### src/sv/b64x_pkg.sv
// ----------------------------------------------------------------------------
// b64x_pkg
// Shared types, register codes and the base64 alphabet lookup for the
// base64 repeating-key XOR decoder.
// ----------------------------------------------------------------------------
`default_nettype none

package b64x_pkg;

   // Default and upper bound of the key store size in bytes
   localparam int unsigned MAX_KEY_BYTES_DEF = 16;

   localparam int unsigned KEY_REG_W         = 64;
   localparam int unsigned KEY_BYTES_PER_REG = KEY_REG_W / 8;
   localparam int unsigned KEY_LEN_FIELD_W   = 5;
   localparam int unsigned CSR_INDEX_W       = 2;
   localparam int unsigned CSR_DATA_W        = KEY_REG_W;

   localparam int unsigned SEXTET_W = 6;
   localparam int unsigned PHASE_W  = 2;

   // Register indexes on the configuration port
   typedef enum logic [CSR_INDEX_W-1:0] {
      CSR_KEY_LOW    = 2'd0,
      CSR_KEY_HIGH   = 2'd1,
      CSR_KEY_LENGTH = 2'd2
   } csr_index_type;

   // Alphabet character codes
   localparam logic [7:0] CHAR_UPPER_A = 8'h41;
   localparam logic [7:0] CHAR_UPPER_Z = 8'h5A;
   localparam logic [7:0] CHAR_LOWER_A = 8'h61;
   localparam logic [7:0] CHAR_LOWER_Z = 8'h7A;
   localparam logic [7:0] CHAR_DIGIT_0 = 8'h30;
   localparam logic [7:0] CHAR_DIGIT_9 = 8'h39;
   localparam logic [7:0] CHAR_PLUS    = 8'h2B;
   localparam logic [7:0] CHAR_SLASH   = 8'h2F;

   typedef struct packed {
      logic                valid;
      logic [SEXTET_W-1:0] value;
   } sextet_type;

   typedef struct packed {
      logic       emit;
      logic [7:0] data;
   } step_out_type;

   // Map one text character to its six-bit value; padding and anything else is invalid
   function automatic sextet_type sextet_of(input logic [7:0] c);
      sextet_type s;
      s.valid = 1'b1;
      s.value = '0;
      case (c) inside
         [CHAR_UPPER_A:CHAR_UPPER_Z]: s.value = SEXTET_W'(c - CHAR_UPPER_A);
         [CHAR_LOWER_A:CHAR_LOWER_Z]: s.value = SEXTET_W'(c - CHAR_LOWER_A + 8'd26);
         [CHAR_DIGIT_0:CHAR_DIGIT_9]: s.value = SEXTET_W'(c - CHAR_DIGIT_0 + 8'd52);
         CHAR_PLUS:                   s.value = 6'd62;
         CHAR_SLASH:                  s.value = 6'd63;
         default:                     s.valid = 1'b0;
      endcase
      return s;
   endfunction

endpackage

`default_nettype wire

### src/sv/b64x_key_regs.sv
// ----------------------------------------------------------------------------
// b64x_key_regs
// Key configuration registers: key bytes and the effective key length,
// with a byte select for the current key position.
// ----------------------------------------------------------------------------
`default_nettype none

module b64x_key_regs
   import b64x_pkg::*;
#(
   parameter int unsigned MAX_KEY_BYTES = MAX_KEY_BYTES_DEF,
   localparam int unsigned POS_W = (MAX_KEY_BYTES > 1) ? $clog2(MAX_KEY_BYTES) : 1,
   localparam int unsigned LEN_W = POS_W + 1
) (
   input  wire logic                   clock,
   input  wire logic                   reset,
   input  wire logic                   csr_write_enable,
   input  wire logic [CSR_INDEX_W-1:0] csr_index,
   input  wire logic [CSR_DATA_W-1:0]  csr_write_data,
   input  wire logic [POS_W-1:0]       key_index,
   output logic [7:0]                  key_byte,
   output logic [LEN_W-1:0]            key_len
);

   logic [7:0]                 key_ff [MAX_KEY_BYTES];
   logic [LEN_W-1:0]           key_len_ff;
   logic [LEN_W-1:0]           key_len_in;
   logic [KEY_LEN_FIELD_W-1:0] len_field;

   for (genvar i = 0; i < MAX_KEY_BYTES; i++) begin : g_key
      localparam csr_index_type SEL =
         (i < KEY_BYTES_PER_REG) ? CSR_KEY_LOW : CSR_KEY_HIGH;
      localparam int unsigned LSB = (i % KEY_BYTES_PER_REG) * 8;

      always_ff @(posedge clock) begin
         if (reset) begin
            key_ff[i] <= '0;
         end else if (csr_write_enable && (csr_index == SEL)) begin
            key_ff[i] <= csr_write_data[LSB +: 8];
         end
      end
   end

   // Store the length already clamped to 1..MAX_KEY_BYTES
   always_comb begin
      len_field = csr_write_data[KEY_LEN_FIELD_W-1:0];
      if (len_field == '0) begin
         key_len_in = LEN_W'(1);
      end else if (len_field > KEY_LEN_FIELD_W'(MAX_KEY_BYTES)) begin
         key_len_in = LEN_W'(MAX_KEY_BYTES);
      end else begin
         key_len_in = LEN_W'(len_field);
      end
   end

   always_ff @(posedge clock) begin
      if (reset) begin
         key_len_ff <= LEN_W'(1);
      end else if (csr_write_enable && (csr_index == CSR_KEY_LENGTH)) begin
         key_len_ff <= key_len_in;
      end
   end

   assign key_byte = key_ff[key_index];
   assign key_len  = key_len_ff;

endmodule

`default_nettype wire

### src/sv/b64x_step.sv
// ----------------------------------------------------------------------------
// b64x_step
// Decoder state and the per-character step: sextet lookup, bit packing,
// key position update and the stop flag.
// ----------------------------------------------------------------------------
`default_nettype none

module b64x_step
   import b64x_pkg::*;
#(
   parameter int unsigned MAX_KEY_BYTES = MAX_KEY_BYTES_DEF,
   localparam int unsigned POS_W = (MAX_KEY_BYTES > 1) ? $clog2(MAX_KEY_BYTES) : 1,
   localparam int unsigned LEN_W = POS_W + 1
) (
   input  wire logic             clock,
   input  wire logic             reset,
   input  wire logic             advance,
   input  wire logic [7:0]       text_char,
   input  wire logic             end_of_message,
   input  wire logic [7:0]       key_byte,
   input  wire logic [LEN_W-1:0] key_len,
   output logic [POS_W-1:0]      key_index,
   output step_out_type          step_out
);

   // Only the last sextet is kept: at most six bits are ever pending
   logic [SEXTET_W-1:0] acc_ff, acc_in;
   logic [PHASE_W-1:0]  phase_ff, phase_in;
   logic [POS_W-1:0]    pos_ff, pos_in;
   logic                stopped_ff, stopped_in;

   sextet_type       sx;
   logic [POS_W-1:0] pos_eff;
   logic [LEN_W-1:0] pos_inc;
   logic [POS_W-1:0] pos_next;
   logic [7:0]       data;
   logic             emit;

   always_comb begin
      sx       = sextet_of(text_char);
      pos_eff  = ({1'b0, pos_ff} >= key_len) ? '0 : pos_ff;
      pos_inc  = {1'b0, pos_eff} + LEN_W'(1);
      pos_next = (pos_inc >= key_len) ? '0 : pos_inc[POS_W-1:0];
      emit     = !stopped_ff && sx.valid && (phase_ff != '0);

      case (phase_ff)
         2'd1:    data = {acc_ff[1:0], sx.value};
         2'd2:    data = {acc_ff[3:0], sx.value[5:2]};
         2'd3:    data = {acc_ff[5:0], sx.value[5:4]};
         default: data = '0;
      endcase
   end

   always_comb begin
      acc_in     = acc_ff;
      phase_in   = phase_ff;
      pos_in     = pos_ff;
      stopped_in = stopped_ff;
      if (end_of_message) begin
         acc_in     = '0;
         phase_in   = '0;
         pos_in     = '0;
         stopped_in = 1'b0;
      end else if (!stopped_ff) begin
         if (!sx.valid) begin
            stopped_in = 1'b1;
         end else begin
            acc_in = sx.value;
            if (emit) begin
               phase_in = phase_ff - PHASE_W'(1);
               pos_in   = pos_next;
            end else begin
               // six bits now pending
               phase_in = PHASE_W'(3);
            end
         end
      end
   end

   always_ff @(posedge clock) begin
      if (reset) begin
         acc_ff     <= '0;
         phase_ff   <= '0;
         pos_ff     <= '0;
         stopped_ff <= 1'b0;
      end else if (advance) begin
         acc_ff     <= acc_in;
         phase_ff   <= phase_in;
         pos_ff     <= pos_in;
         stopped_ff <= stopped_in;
      end
   end

   assign key_index     = pos_eff;
   assign step_out.emit = emit;
   assign step_out.data = data ^ key_byte;

endmodule

`default_nettype wire

### src/sv/base64_xor_key_decoder.sv
// Base64 decoder with repeating-key XOR. One text character is taken per
// cycle while req_stall is low; a character enters an input register, is
// decoded and packed with the pending bits combinationally, and its byte (if
// it completes one) is written to the result register when the character
// leaves the input register, which raises rsp_valid. Throughput is one
// character per clock; it drops only while a finished byte is held by
// rsp_stall and the next character also yields a byte. The key (up to
// MAX_KEY_BYTES bytes) and its length must be written through the csr_
// port only while no transaction is in flight; the block does not enforce
// this. A character outside the alphabet, padding included, silences the
// decoder until a character with end_of_message set clears the message
// state.
`default_nettype none

module base64_xor_key_decoder
   import b64x_pkg::*;
#(
   parameter int unsigned MAX_KEY_BYTES = MAX_KEY_BYTES_DEF,
   localparam int unsigned POS_W = (MAX_KEY_BYTES > 1) ? $clog2(MAX_KEY_BYTES) : 1,
   localparam int unsigned LEN_W = POS_W + 1
) (
   input  wire logic                   clock,
   input  wire logic                   reset,

   input  wire logic                   csr_write_enable,
   input  wire logic [CSR_INDEX_W-1:0] csr_index,
   input  wire logic [CSR_DATA_W-1:0]  csr_write_data,

   input  wire logic                   req_valid,
   output logic                        req_stall,
   input  wire logic [7:0]             req_text_char,
   input  wire logic                   req_end_of_message,

   output logic                        rsp_valid,
   input  wire logic                   rsp_stall,
   output logic [7:0]                  rsp_plain_byte
);

   logic       s1_valid_ff, s1_valid_in;
   logic [7:0] s1_char_ff;
   logic       s1_eom_ff;
   logic       rsp_valid_ff, rsp_valid_in;
   logic [7:0] rsp_byte_ff;

   logic             req_accept;
   logic             out_free;
   logic             s1_fire;
   logic [POS_W-1:0] key_index;
   logic [7:0]       key_byte;
   logic [LEN_W-1:0] key_len;
   step_out_type     step_out;

   b64x_key_regs #(
      .MAX_KEY_BYTES(MAX_KEY_BYTES)
   ) u_key_regs (
      .clock           (clock),
      .reset           (reset),
      .csr_write_enable(csr_write_enable),
      .csr_index       (csr_index),
      .csr_write_data  (csr_write_data),
      .key_index       (key_index),
      .key_byte        (key_byte),
      .key_len         (key_len)
   );

   b64x_step #(
      .MAX_KEY_BYTES(MAX_KEY_BYTES)
   ) u_step (
      .clock         (clock),
      .reset         (reset),
      .advance       (s1_fire),
      .text_char     (s1_char_ff),
      .end_of_message(s1_eom_ff),
      .key_byte      (key_byte),
      .key_len       (key_len),
      .key_index     (key_index),
      .step_out      (step_out)
   );

   // Hold the character only when it makes a byte and the result slot is busy
   assign out_free   = !rsp_valid_ff || !rsp_stall;
   assign s1_fire    = s1_valid_ff && (!step_out.emit || out_free);
   assign req_stall  = s1_valid_ff && !s1_fire;
   assign req_accept = req_valid && !req_stall;

   always_comb begin
      s1_valid_in = s1_valid_ff;
      if (req_accept) begin
         s1_valid_in = 1'b1;
      end else if (s1_fire) begin
         s1_valid_in = 1'b0;
      end

      rsp_valid_in = rsp_valid_ff;
      if (s1_fire && step_out.emit) begin
         rsp_valid_in = 1'b1;
      end else if (!rsp_stall) begin
         rsp_valid_in = 1'b0;
      end
   end

   always_ff @(posedge clock) begin
      if (reset) begin
         s1_valid_ff  <= 1'b0;
         rsp_valid_ff <= 1'b0;
      end else begin
         s1_valid_ff  <= s1_valid_in;
         rsp_valid_ff <= rsp_valid_in;
      end
   end

   always_ff @(posedge clock) begin
      if (req_accept) begin
         s1_char_ff <= req_text_char;
         s1_eom_ff  <= req_end_of_message;
      end
      if (s1_fire && step_out.emit) begin
         rsp_byte_ff <= step_out.data;
      end
   end

   assign rsp_valid      = rsp_valid_ff;
   assign rsp_plain_byte = rsp_byte_ff;

endmodule

`default_nettype wire

### config.mk
export PLATFORM = sky130hd
export DESIGN_NAME = base64_xor_key_decoder
export DESIGN_NICKNAME = d
export VERILOG_FILES = /design/src/sv/b64x_pkg.sv /design/src/sv/b64x_key_regs.sv /design/src/sv/b64x_step.sv /design/src/sv/base64_xor_key_decoder.sv
export SDC_FILE = /design/constraint.sdc
export NUM_CORES = 1
export LEC_CHECK = 0
export ABC_AREA = 0
export BUFFER_PORTS_ARGS = -buffer_cell sky130_fd_sc_hd__buf_2
export CAP_MARGIN = 20
export CORE_MARGIN = 4
export CORE_UTILIZATION = 59
export DETAILED_ROUTE_END_ITERATION = 10
export PLACE_DENSITY_LB_ADDON = 0.25
export SLEW_MARGIN = 20
export SYNTH_ARGS = -nofsm -noshare
export SYNTH_HDL_FRONTEND = slang
export SYNTH_SLANG_ARGS = --single-unit
### constraint.sdc
create_clock -name clock -period 9.9 [get_ports clock]
set_clock_uncertainty 0.1 [all_clocks]
set_input_delay 2.475 -clock clock [delete_from_list [all_inputs] [get_ports clock]]
set_output_delay 2.475 -clock clock [all_outputs]
set_load 0.01 [all_outputs]
Word level (Yosys, flattened, before mapping)
Memory sizes are Yosys's and may differ from the RTL's.
Cells that the tools add are included.
- add/sub/neg operators: 7
- order comparisons: 9
- eq/ne operators: 9
- mux-type cells: 57
- bitwise logic cells: 17
- reduce and logical (&&, ||, !) cells: 28
- operators by type and width (operator ; number):
    two-way mux 8 bit ; 16
    two-way mux 6 bit ; 8
    two-way mux 4 bit ; 6
    one-hot mux 8 bit (3 select lines) ; 1
    two-way mux 1 bit ; 20
    == test 8 x 6 -> 1 bit, second input constant ; 2
    greater-or-equal comparator 8 x 7 -> 1 bit, second input constant ; 2
    <= comparator 8 x 7 -> 1 bit, second input constant ; 2
    bitwise OR 1 bit ; 16
    logical AND 1 bit ; 12
    subtractor 6 bit, second input constant ; 2
    two-way mux 5 bit ; 2
    greater-or-equal comparator 8 x 6 -> 1 bit, second input constant ; 1
    <= comparator 8 x 6 -> 1 bit, second input constant ; 1
    two-way mux 2 bit ; 4
    nonzero test 2 bit ; 4
    XOR 8 bit ; 1
    adder 6 x 5 -> 6 bit, second input constant ; 1
    adder 6 bit, second input constant ; 1
    == test 2 bit, second input constant ; 3
    zero test 1 bit ; 6
    subtractor 6 x 1 -> 6 bit, second input constant ; 1
    adder 4 x 1 -> 5 bit, second input constant ; 1
    greater-or-equal comparator 4 x 5 -> 1 bit ; 1
    11 further kinds ; 13
- flip-flop bits (word level): 37
- bits in writable memories: 128
- input port bits: 80
- output and inout port bits: 10
- word-level logic and storage cells: 138
- memories: 1
- memory list (memory ; depth ; width ; rd ports ; clocked after memory_dff ; wr ports ; line ; text):
    u_key_regs.key_ff ; 16 ; 8 ; 1 ; 0 ; 16 ; b64x_key_regs.sv:25 ; logic [7:0] key_ff [MAX_KEY_BYTES];

Longest topological paths before layout
Gate-level depths: netlist of the first run.
- depth in word-level cells: 16
- mapped depth: 18
- depth with buffers taken out: 15

Modules after synthesis
Synthesis of the first run repeated with hierarchy kept, for this count alone.
- cell total of the unflattened synthesis: 601
- area, all modules: 8259.2 um2
- by module, submodules not included (module ; times used ; cells an instance ; area each (um2) ; seq. area each (um2)):
    b64x_key_regs ; 1 ; 367 ; 5964.5 ; 3943.8
    b64x_step ; 1 ; 204 ; 1691.6 ; 260.2
    base64_xor_key_decoder ; 1 ; 30 ; 603.1 ; 550.5

Worst setup path after synthesis of the first run
No wires, ideal clock.
- kind: input to output
- start point: in rsp_stall
- end point: out req_stall
- arrival: 2.803 ns
- data required time: 7.325 ns
- setup slack: 4.522 ns
- stages: 2
- buffers on the path: 0
- cells stage by stage: nand2_1 nor2_1
- longest elaborated chain between the ends: 6
- ends and longest elaborated chain (item ; line ; text):
    start, declared ; base64_xor_key_decoder.sv:35 ; input wire logic rsp_stall,
    zero test 1 bit ; -- ;
    logical OR 1 bit ; base64_xor_key_decoder.sv:81 ; assign out_free = !rsp_valid_ff || !rsp_stall;
    logical OR 1 bit ; base64_xor_key_decoder.sv:82 ; assign s1_fire = s1_valid_ff && (!step_out.emit || out_free);
    logical AND 1 bit ; base64_xor_key_decoder.sv:82 ;
    zero test 1 bit ; base64_xor_key_decoder.sv:83 ; assign req_stall = s1_valid_ff && !s1_fire;
    logical AND 1 bit ; base64_xor_key_decoder.sv:83 ;
    end, declared ; base64_xor_key_decoder.sv:30 ; output logic req_stall,
No other way between the ends.

Final worst setup path of the first run
Ends and elaborated chain as after synthesis.

==> results of run 1 <==
registers in the layout, indices dropped and copies added (netlist names):
signal / count
rsp_plain_byte: 8
rsp_valid: 1
s1_char_ff: 8
s1_eom_ff: 1
s1_valid_ff: 1
u_key_regs.key_ff: 128
u_key_regs.key_len: 5
u_step.acc_ff: 6
u_step.phase_ff: 2
u_step.pos_ff: 4
u_step.stopped_ff: 1
final cells by class:
class,instances,area [um^2],area share [%]
sequential,165,4760,49.6
multi-input combinational,503,3510,36.6
clock inverter,10,60.1,0.626
tap,180,225,2.35
inverter,17,63.8,0.666
timing repair buffer,99,533,5.56
clock buffer,21,440,4.59
per-stage QoR:
step           utilization, %  hold slack, ps  power [mW]
6_report                 68.5             393        1.54
5_1_grt                  68.5             422        1.60
4_1_cts                  68.5             391        1.55
3_5_place_dp             65.0             373       0.979
3_3_place_gp             64.8             367       0.973
2_1_floorplan               -             350       0.923
layer usage:
| layer | GRT usage, % | share of wire (%) | vias to the layer above |
|---|---|---|---|
| met4 | 10.3 | 2.4 | 0 |
| li1 | - | - | 2843 |
| met5 | 0 | 0 | - |
| met3 | 5.04 | 7.3 | 34 |
| met1 | 33.0 | 42 | 2988 |
| met2 | 40.0 | 49 | 247 |
worst register-to-register path, delay by kind of cell, from the launching register on:
| kind | cells | cell delay, ps |
|---|---|---|
| compound gates | 5 | 1240 |
| fa+ha+maj | 3 | 960 |
| buf+inv | 3 | 1330 |
| flops | 1 | 310 |
| simple gates | 5 | 1250 |
kinds of logic after synthesis:
group	after synthesis	synth area share (%)
compound gates	150	13.0
xor+xnor	11	1.13
fa+ha+maj	23	3.38
buf+inv	64	3.18
flops	165	55.9
mux	30	4.07
simple gates	289	19.4
layout by cell type, fill, tap and decap left out, types with 19 or more instances in the layout:
master,n
and2_1,130
mux2i_1,23
edfxtp_1,145
ha_1,23
a21oi_1,32
nand2_1,28
buf_2,89
nor2_1,41
dfxtp_1,19
report_power, final:
part           switching, mW  leakage, nW  internal, mW
clock network          0.255        0.232         0.316
logic                 0.0856         1.72        0.0566
registers             0.0198         1.58         0.805
total                  0.361         3.53          1.18
path summary, 6_finish.rpt:
check	end	depth (start not counted)
worst min register to register	u_step.acc_ff[5]$_SDFFE_PP0P_	1
worst max register to register	u_step.pos_ff[3]$_SDFFE_PP0P_	16
worst min-delay path	u_step.acc_ff[5]$_SDFFE_PP0P_	1
worst max-delay path	req_stall	4
==> metrics, run 1 <==
Top FF cell, synth edfxtp_1; WL final between 15000 and 20000 um; Final ANT Viol Nets 0; mapped cell area roughly 0.0085 mm^2; slowest cell delay on critical path 200 ps; area of the core approximately 0.014 mm^2; dpl ws roughly 4300 ps; Avg Vias per Cell 6.14; worst path required time 7330 ps; Peak VDD IR around 0.12 mV; total track usage between 20% and 30%; initial antenna violation count 0; max_cap viols 0; crit end category output pin; crit path from rsp_stall; hold_buf cts 0; top-area cell type share of the netlist area around half; Yosys warnings 0; clock slew at reported path FFs 60 ps; FP Rows 43; CTS Buffer Depth 2; Synth area leader edfxtp_1; startpoint types input pin; chip width between 100 and 150 um; placed insts 964; CP max-delay cell nor2_1; initial core utilization between 60% and 70%; Buf/Inv on CP 2; DRT Pass-1 Iters 7; arrival time at the worst endpoint between 3000 and 4000 ps; Sink Count roughly 170; cell area after layout 0.00959 mm^2; Die ar. 0.0164 mm^2; port buffer count 89; ys async rst share 0%; worst r2r src u_step.pos_ff[0]$_SDFFE_PP0P_; Fmax between 150 and 200 MHz; first-pass GRT wire length between 30000 and 40000 um; HPWL Detailed 13100 um; fin crit share between 50% and 60%; final hold violation count 0; number of global-route vias before repair 5999; top-count cell post-synth edfxtp_1; area grow syn2layout 12.6%; PD cells around 160 mW/mm^2; via count about 6100; Post-Syn Area per Cell about 12 um^2; total global routing overflow 0; die height 128 um; setup TNS 0 ps; # diodes 0; Final Max Slew Viols 0; FILL cells a little over 1000; EDFF count, synth approximately 150; Mapped Nets ~840; Hold Crit Start u_step.acc_ff[5]$_SDFFE_PP0P_; Seq cells post-synth between 150 and 200; crit-path most repeated cell buf_2; H-tree Lvls 4; # DRC 0; largest net degree at the start of global routing 80; Resize count post-CTS 0; GP Congestion ~0.87; CP cell instances buf_2 -> nand2_1 -> nor2_1 -> buf_2; Worst-Margin Slew 941 ps; synth cell count leaders edfxtp_1, and2_1, nor2_1, a21oi_1, nand2_1; top cell family by delay on the critical path simple AND/OR/NAND/NOR gates; Post-Synthesis Cells roughly 730; Synth cell types 74; P_leak 3.53 nW; # setup viols final 0; Synth area leaders edfxtp_1, and2_1, dfxtp_1; Max transition margin between 30% and 40%; share of layout cells above drive strength 1 between 10% and 20%; Crit Path Class in -> out; status complete, no violations; final non-filler cell total roughly 1000; Hold Crit Class reg -> reg; number of DRC markers in iteration 0 725; Final WS setup 4300 ps; DP Area 0.00909 mm^2; Skew-Pair Late Insertion Delay around 420 ps; crit-path max FO 4; Nets around 910; clock root buffer clkbuf_16; Seq/Total Area, Yosys a little under three fifths; unrepaired setup endpoints after global routing false; Post CTS Setup Buffer Count 0; Num CTS Buffers 17; routed length per instance between 15 and 20 um; num ports 90; Period minus WS final ~5600 ps; R2R setup slack between 4000 and 5000 ps; CTS tree built
Power figures use the tool's default switching activity.
==> run 2, diff against run 1 <==
==> constraint.sdc (replaced) <==
create_clock -name clock -period 5.3 [get_ports clock]
set_clock_uncertainty 0.1 [all_clocks]
set_input_delay 1.325 -clock clock [delete_from_list [all_inputs] [get_ports clock]]
set_output_delay 1.325 -clock clock [all_outputs]
set_load 0.01 [all_outputs]
==> run 2 against run 1 <==
- core utilization up 0.97 points
- worst setup slack worse by 3400 ps
- combinational power increased by 91%
- global-route usage increased by 0.29 points
- first-iteration DRC count down 14%
- design area increased by 1.4%
- count of clock-buffer cells in the layout shrank 3
- worst hold slack improved by 12 ps
- highest routed layer unchanged
==> metrics, run 2 (synthesis gave the netlist of run 1 again) <==
Pwr Total 3.09 mW (+100%); largest net degree at the start of global routing 79 (-1.3%); cell area after layout 0.00972 mm^2 (+1.4%); FF/Latch Area 0.00476 mm^2 (unchanged); first-pass GRT wire length 31600 um (+0.71%); clock slew at reported path FFs 60 ps (about the same); final hold violation count 0 (unchanged); critical path depth 11 (+7); P_int 2.36 mW (+100%); FF-to-FF End u_step.pos_ff[3]$_SDFFE_PP0P_; crit-path most repeated cell nor3_2; initial core utilization 60.8% (unchanged); routed length per instance 20.3 um (+2.5%); clock root buffer clkbuf_16; Crit Path Class reg -> out; # setup viols final 0 (unchanged); final non-filler cell total 997 (+0.20%); DRT Pass-1 Iters 7 (unchanged); PD cells 318 mW/mm^2 (+98%); Max transition margin 35.9% (-1.4 points); slowest cell delay on critical path 490 ps (+290 ps); Sw Ratio 23.7% (+0.28 points); area of the core 0.0140 mm^2 (unchanged); CTS Buffer Depth 2 (unchanged); max_cap viols 0 (unchanged); # diodes 0 (unchanged); top cell family by delay on the critical path simple AND/OR/NAND/NOR gates; crit end category output pin; part of the power in registers 49.8% (-3.8 points); die height 128 um (unchanged); Nets 908 (+0.22%); startpoint types register; FILL cells 1022 (+0.49%); FP Rows 43 (unchanged); total global routing overflow 0 (unchanged); crit path to req_stall; total track usage 25.1% (+0.29 points); Biggest register u_key_regs.key_ff; via count 6164 (+0.85%); H-tree Lvls 4 (unchanged); Clk network pwr share 41.4% (+4.3 points); status complete, no violations; HPWL Detailed 13700 um (+4.4%); port buffer count 89 (unchanged); share of layout cells above drive strength 1 19.5% (+0.93 points); max FFs per register 128 (unchanged); Die ar. 0.0164 mm^2 (unchanged); Num CTS Buffers 17 (unchanged); placed insts 965 (+0.10%); most frequent cells in the layout edfxtp_1, and2_1, buf_2; hold_buf cts 0 (unchanged); DP Area 0.00910 mm^2 (+0.17%); num ports 90 (unchanged); CP max-delay cell edfxtp_1; fin crit share around 83%; Hold Crit Class reg -> reg; WL final 20200 um (+2.7%); Final ANT Viol Nets 0 (unchanged); Peak VDD IR 0.312 mV (+170%); Period minus WS final between 4000 and 5000 ps; crit-path max FO 11 (+7); arrival time at the worst endpoint 2960 ps (-70 ps); chip width 128 um (unchanged); combinational group share of total power 8.8% (-0.4 points); Hold Crit Start u_key_regs.key_len[1]$_SDFFE_PP0P_; area of the multi-input gates 0.00351 mm^2 (unchanged); Sink Count 165 (unchanged); R2R setup slack 1300 ps (-3320 ps); GP Congestion 0.961 (+11%); worst r2r path cells 16 (unchanged); number of DRC markers in iteration 0 625 (-14%); worst r2r src u_step.pos_ff[0]$_SDFFE_PP0P_; P_leak 3.62 nW (+2.3%); Worst-Margin Slew 962 ps (+20.9 ps); Resize count post-CTS 0 (unchanged); worst path required time 3880 ps (-3450 ps); area grow syn2layout 14.2%; number of global-route vias before repair 5934 (-1.1%); Net Sw Power 0.735 mW (+100%); Post CTS Setup Buffer Count 0 (unchanged); CP cell instances inv_1 -> ha_1 -> a21o_1 -> and3_1 -> nor4_1 -> buf_4 -> nor3_2 -> nor3_2 -> nand2_1 -> nor2_1 -> buf_2; # DRC 0 (unchanged); crit path from s1_char_ff[2]$_DFFE_PP_; Fmax roughly 230 MHz; Buf/Inv on CP 3 (+1); Final Max Slew Viols 0 (unchanged); most common cell after layout, fill and taps aside edfxtp_1; unrepaired setup endpoints after global routing false; Skew-Pair Late Insertion Delay 430 ps (about the same); initial antenna violation count 0 (unchanged); CTS tree built; Avg Vias per Cell 6.18 (+0.65%); setup TNS 0 ps (unchanged)
run 2: routing by layer:
layer | up-vias | part of all wire [%] | GRT usage (%)
met3 | 29 | 7.7 | 6.13
met4 | 0 | 2.0 | 7.30
met5 | - | 0 | 0
met2 | 308 | 49 | 41.5
li1 | 2843 | - | -
met1 | 2984 | 42 | 33.2
run 2: worst min-delay path: stages (launching register included):
cell,delay (ps)
dfxtp_1,330
a21oi_1,60
nor2_1,70
run 2: per-stage QoR:
stage | setup slack (ps) | hold WS, ps | util [%]
4_1_cts | 921 | 399 | 69.4
5_1_grt | 625 | 426 | 69.5
6_report | 915 | 404 | 69.5
3_5_place_dp | 1370 | 382 | 65.1
3_3_place_gp | 1520 | 374 | 64.9
2_1_floorplan | 1210 | 350 | -
run 2: final cells by class:
cell class / count / area share [%]
multi-input combinational: 503 / 36.1
tap: 180 / 2.32
clock buffer: 18 / 4.41
sequential: 165 / 48.9
clock inverter: 13 / 1.76
inverter: 17 / 0.656
timing repair buffer: 101 / 5.84
run 2: worst min path at each step:
stage	slack, ps	to	cells past startpoint
6_report	400	u_key_regs.key_len[1]$_SDFFE_PP0P_	2
5_1_grt	430	u_step.acc_ff[5]$_SDFFE_PP0P_	1
4_1_cts	400	u_key_regs.key_len[3]$_SDFFE_PP0P_	2
3_5_place_dp	380	u_step.acc_ff[5]$_SDFFE_PP0P_	1
3_3_place_gp	370	u_key_regs.key_len[3]$_SDFFE_PP0P_	2
2_1_floorplan	350	u_step.acc_ff[5]$_SDFFE_PP0P_	1
run 2: power groups by stage:
stage          combinational, mW  clock [mW]  sequential, mW
6_report                   0.271        1.28            1.54
5_1_grt                    0.295        1.34            1.55
4_1_cts                    0.268        1.28            1.54
3_5_place_dp               0.266           0            1.57
3_3_place_gp               0.258           0            1.56
2_1_floorplan              0.172           0            1.55
==> run 3, diff against run 2 <==
==> constraint.sdc (replaced) <==
create_clock -name clock -period 4.3 [get_ports clock]
set_clock_uncertainty 0.1 [all_clocks]
set_input_delay 1.075 -clock clock [delete_from_list [all_inputs] [get_ports clock]]
set_output_delay 1.075 -clock clock [all_outputs]
set_load 0.01 [all_outputs]
==> run 3 against run 2 <==
- worst hold slack got worse by 9.6 ps
- design area decreased by 0.12%
- via count decreased by 0.67%
- cell count increased by 0.70%
- die area unchanged
- count of clock-buffer cells in the layout decreased by 1
- power increased by 18%
- critical path depth decreased by 1
- critical endpoint unchanged
- largest cell class unchanged
- highest routed layer unchanged
==> metrics, run 3 (synthesis gave the netlist of run 1 again) <==
total global routing overflow 0 (unchanged); Worst-Margin Slew 1050 ps (+88.3 ps); share of layout cells above drive strength 1 20.1% (+0.68 points); arrival time at the worst endpoint 2790 ps (-170 ps); routed length per instance 20.9 um (+3.0%); most frequent cells in the layout edfxtp_1, and2_1, buf_2; area of the core 0.0140 mm^2 (unchanged); startpoint types register; area grow syn2layout 14.1%; first-pass GRT wire length 33000 um (+4.7%); P_int 2.74 mW (+16%); Sw Ratio 25.2% (+1.5 points); WL final 21000 um (+3.7%); HPWL Detailed 14600 um (+6.5%); CTS tree built; combinational group share of total power 9.2% (+0.4 points); # diodes 0 (unchanged); GP Congestion 1.02 (+5.6%); clock slew at reported path FFs 70 ps (about the same); final non-filler cell total 1004 (+0.70%); via count 6123 (-0.67%); Nets 915 (+0.77%); Peak VDD IR 0.471 mV (+51%); DRT Pass-1 Iters 6 (-1); Clk network pwr share 38.8% (-2.6 points); crit end category output pin; largest net degree at the start of global routing 79 (unchanged); most common cell after layout, fill and taps aside edfxtp_1; Sink Count 165 (unchanged); Crit Path Class reg -> out; die height 128 um (unchanged); # setup viols final 0 (unchanged); FILL cells 1040 (+1.8%); Hold Crit Class reg -> reg; number of global-route vias before repair 6176 (+4.1%); Net Sw Power 0.925 mW (+26%); setup TNS 0 ps (unchanged); final hold violation count 0 (unchanged); hold_buf cts 0 (unchanged); Fmax about 250 MHz; Period minus WS final 3970 ps; total track usage 26.4% (+1.3 points); Skew-Pair Late Insertion Delay 420 ps (about the same); P_leak 3.61 nW (-0.12%); num ports 90 (unchanged); unrepaired setup endpoints after global routing false; max FFs per register 128 (unchanged); CTS Buffer Depth 2 (unchanged); Num CTS Buffers 17 (unchanged); clock root buffer clkbuf_16; chip width 128 um (unchanged); # DRC 0 (unchanged); PD cells 377 mW/mm^2 (+19%); number of DRC markers in iteration 0 732 (+17%); Final Max Slew Viols 0 (unchanged); crit-path max FO 9 (-2); Max transition margin 29.6% (-6.3 points); Final ANT Viol Nets 0 (unchanged); FP Rows 43 (unchanged); port buffer count 89 (unchanged); initial core utilization 60.8% (unchanged); part of the power in registers 51.9% (+2.1 points); Biggest register u_key_regs.key_ff; Die ar. 0.0164 mm^2 (unchanged); placed insts 971 (+0.62%); worst path required time 3120 ps (-760 ps); fin crit share 92.3%; Avg Vias per Cell 6.10 (-1.4%); dpl ws 499 ps (-866 ps); Final WS setup 331 ps (-584 ps); initial antenna violation count 0 (unchanged); max_cap viols 0 (unchanged); status complete, no violations; H-tree Lvls 4 (unchanged)
-- run 3: cell types whose count changed in the layout (fill, tap and decap cells not counted), sizes merged --
cell and change:
bufinv -3, clkinv +1, clkinvlp +2, clkbuf -1, buf +7, inv +1
-- run 3: timing repair --
action | 4_1_cts | 5_1_grt
setup buffers | 0 | 2
endpoints found under the setup margin | 0 | 1
gates resized for setup | 0 | 2
-- run 3: final timing paths --
kind | end | cells past startpoint | from | slack (ps)
setup reg to reg | u_step.pos_ff[3]$_SDFFE_PP0P_ | 15 | u_step.pos_ff[0]$_SDFFE_PP0P_ | 370
setup / recovery | req_stall | 10 | s1_char_ff[2]$_DFFE_PP_ | 330
hold / removal | u_step.acc_ff[5]$_SDFFE_PP0P_ | 1 | u_step.acc_ff[5]$_SDFFE_PP0P_ | 390
hold reg to reg | u_step.acc_ff[5]$_SDFFE_PP0P_ | 1 | u_step.acc_ff[5]$_SDFFE_PP0P_ | 390
-- run 3: cell type report --
cell class | count | area [um^2] | share of cell area (%)
Tap cell | 180 | 225 | 2.32
Clock inverter | 14 | 119 | 1.22
Timing Repair Buffer | 108 | 601 | 6.18
Inverter | 17 | 63.8 | 0.657
Clock buffer | 17 | 425 | 4.38
Sequential cell | 165 | 4760 | 49.0
Multi-Input combinational cell | 503 | 3520 | 36.3
-- run 3: critical path, cell delays in order (launching register included) --
cell and delay [ps]:
edfxtp_1 500, inv_1 150, ha_1 310, a21o_1 190, and3_1 190, nor4_2 230
nor3_2 120, nor3_4 220, nand2_1 130, nor2_1 170, buf_2 160
-- run 3: metrics by stage --
stage                     utilization, %  area, um^2  total power, mW  hold slack, ps
after floorplan                        -        8510             2.13             350
after global placement              65.3        9140             2.26             369
after detailed placement            65.3        9140             2.27             371
after CTS                           69.2        9680             3.67             391
after global routing                69.4        9710             3.79             414
final                               69.4        9710             3.66             395
-- run 3: routing by layer --
layer / up-vias / GRT usage (%) / share of wire [%]
met5: - / 0 / 0
met4: 0 / 8.80 / 2.3
met3: 34 / 6.04 / 7.5
met2: 247 / 42.8 / 49
met1: 2987 / 35.3 / 42
li1: 2855 / - / -
-- run 3: power groups by stage --
stage | Clock, mW | Sequential [mW] | Combinational [mW]
floorplan | 0 | 1.91 | 0.212
global placement | 0 | 1.93 | 0.326
detailed placement | 0 | 1.93 | 0.331
CTS | 1.44 | 1.90 | 0.334
global route | 1.51 | 1.91 | 0.370
finish | 1.42 | 1.90 | 0.339
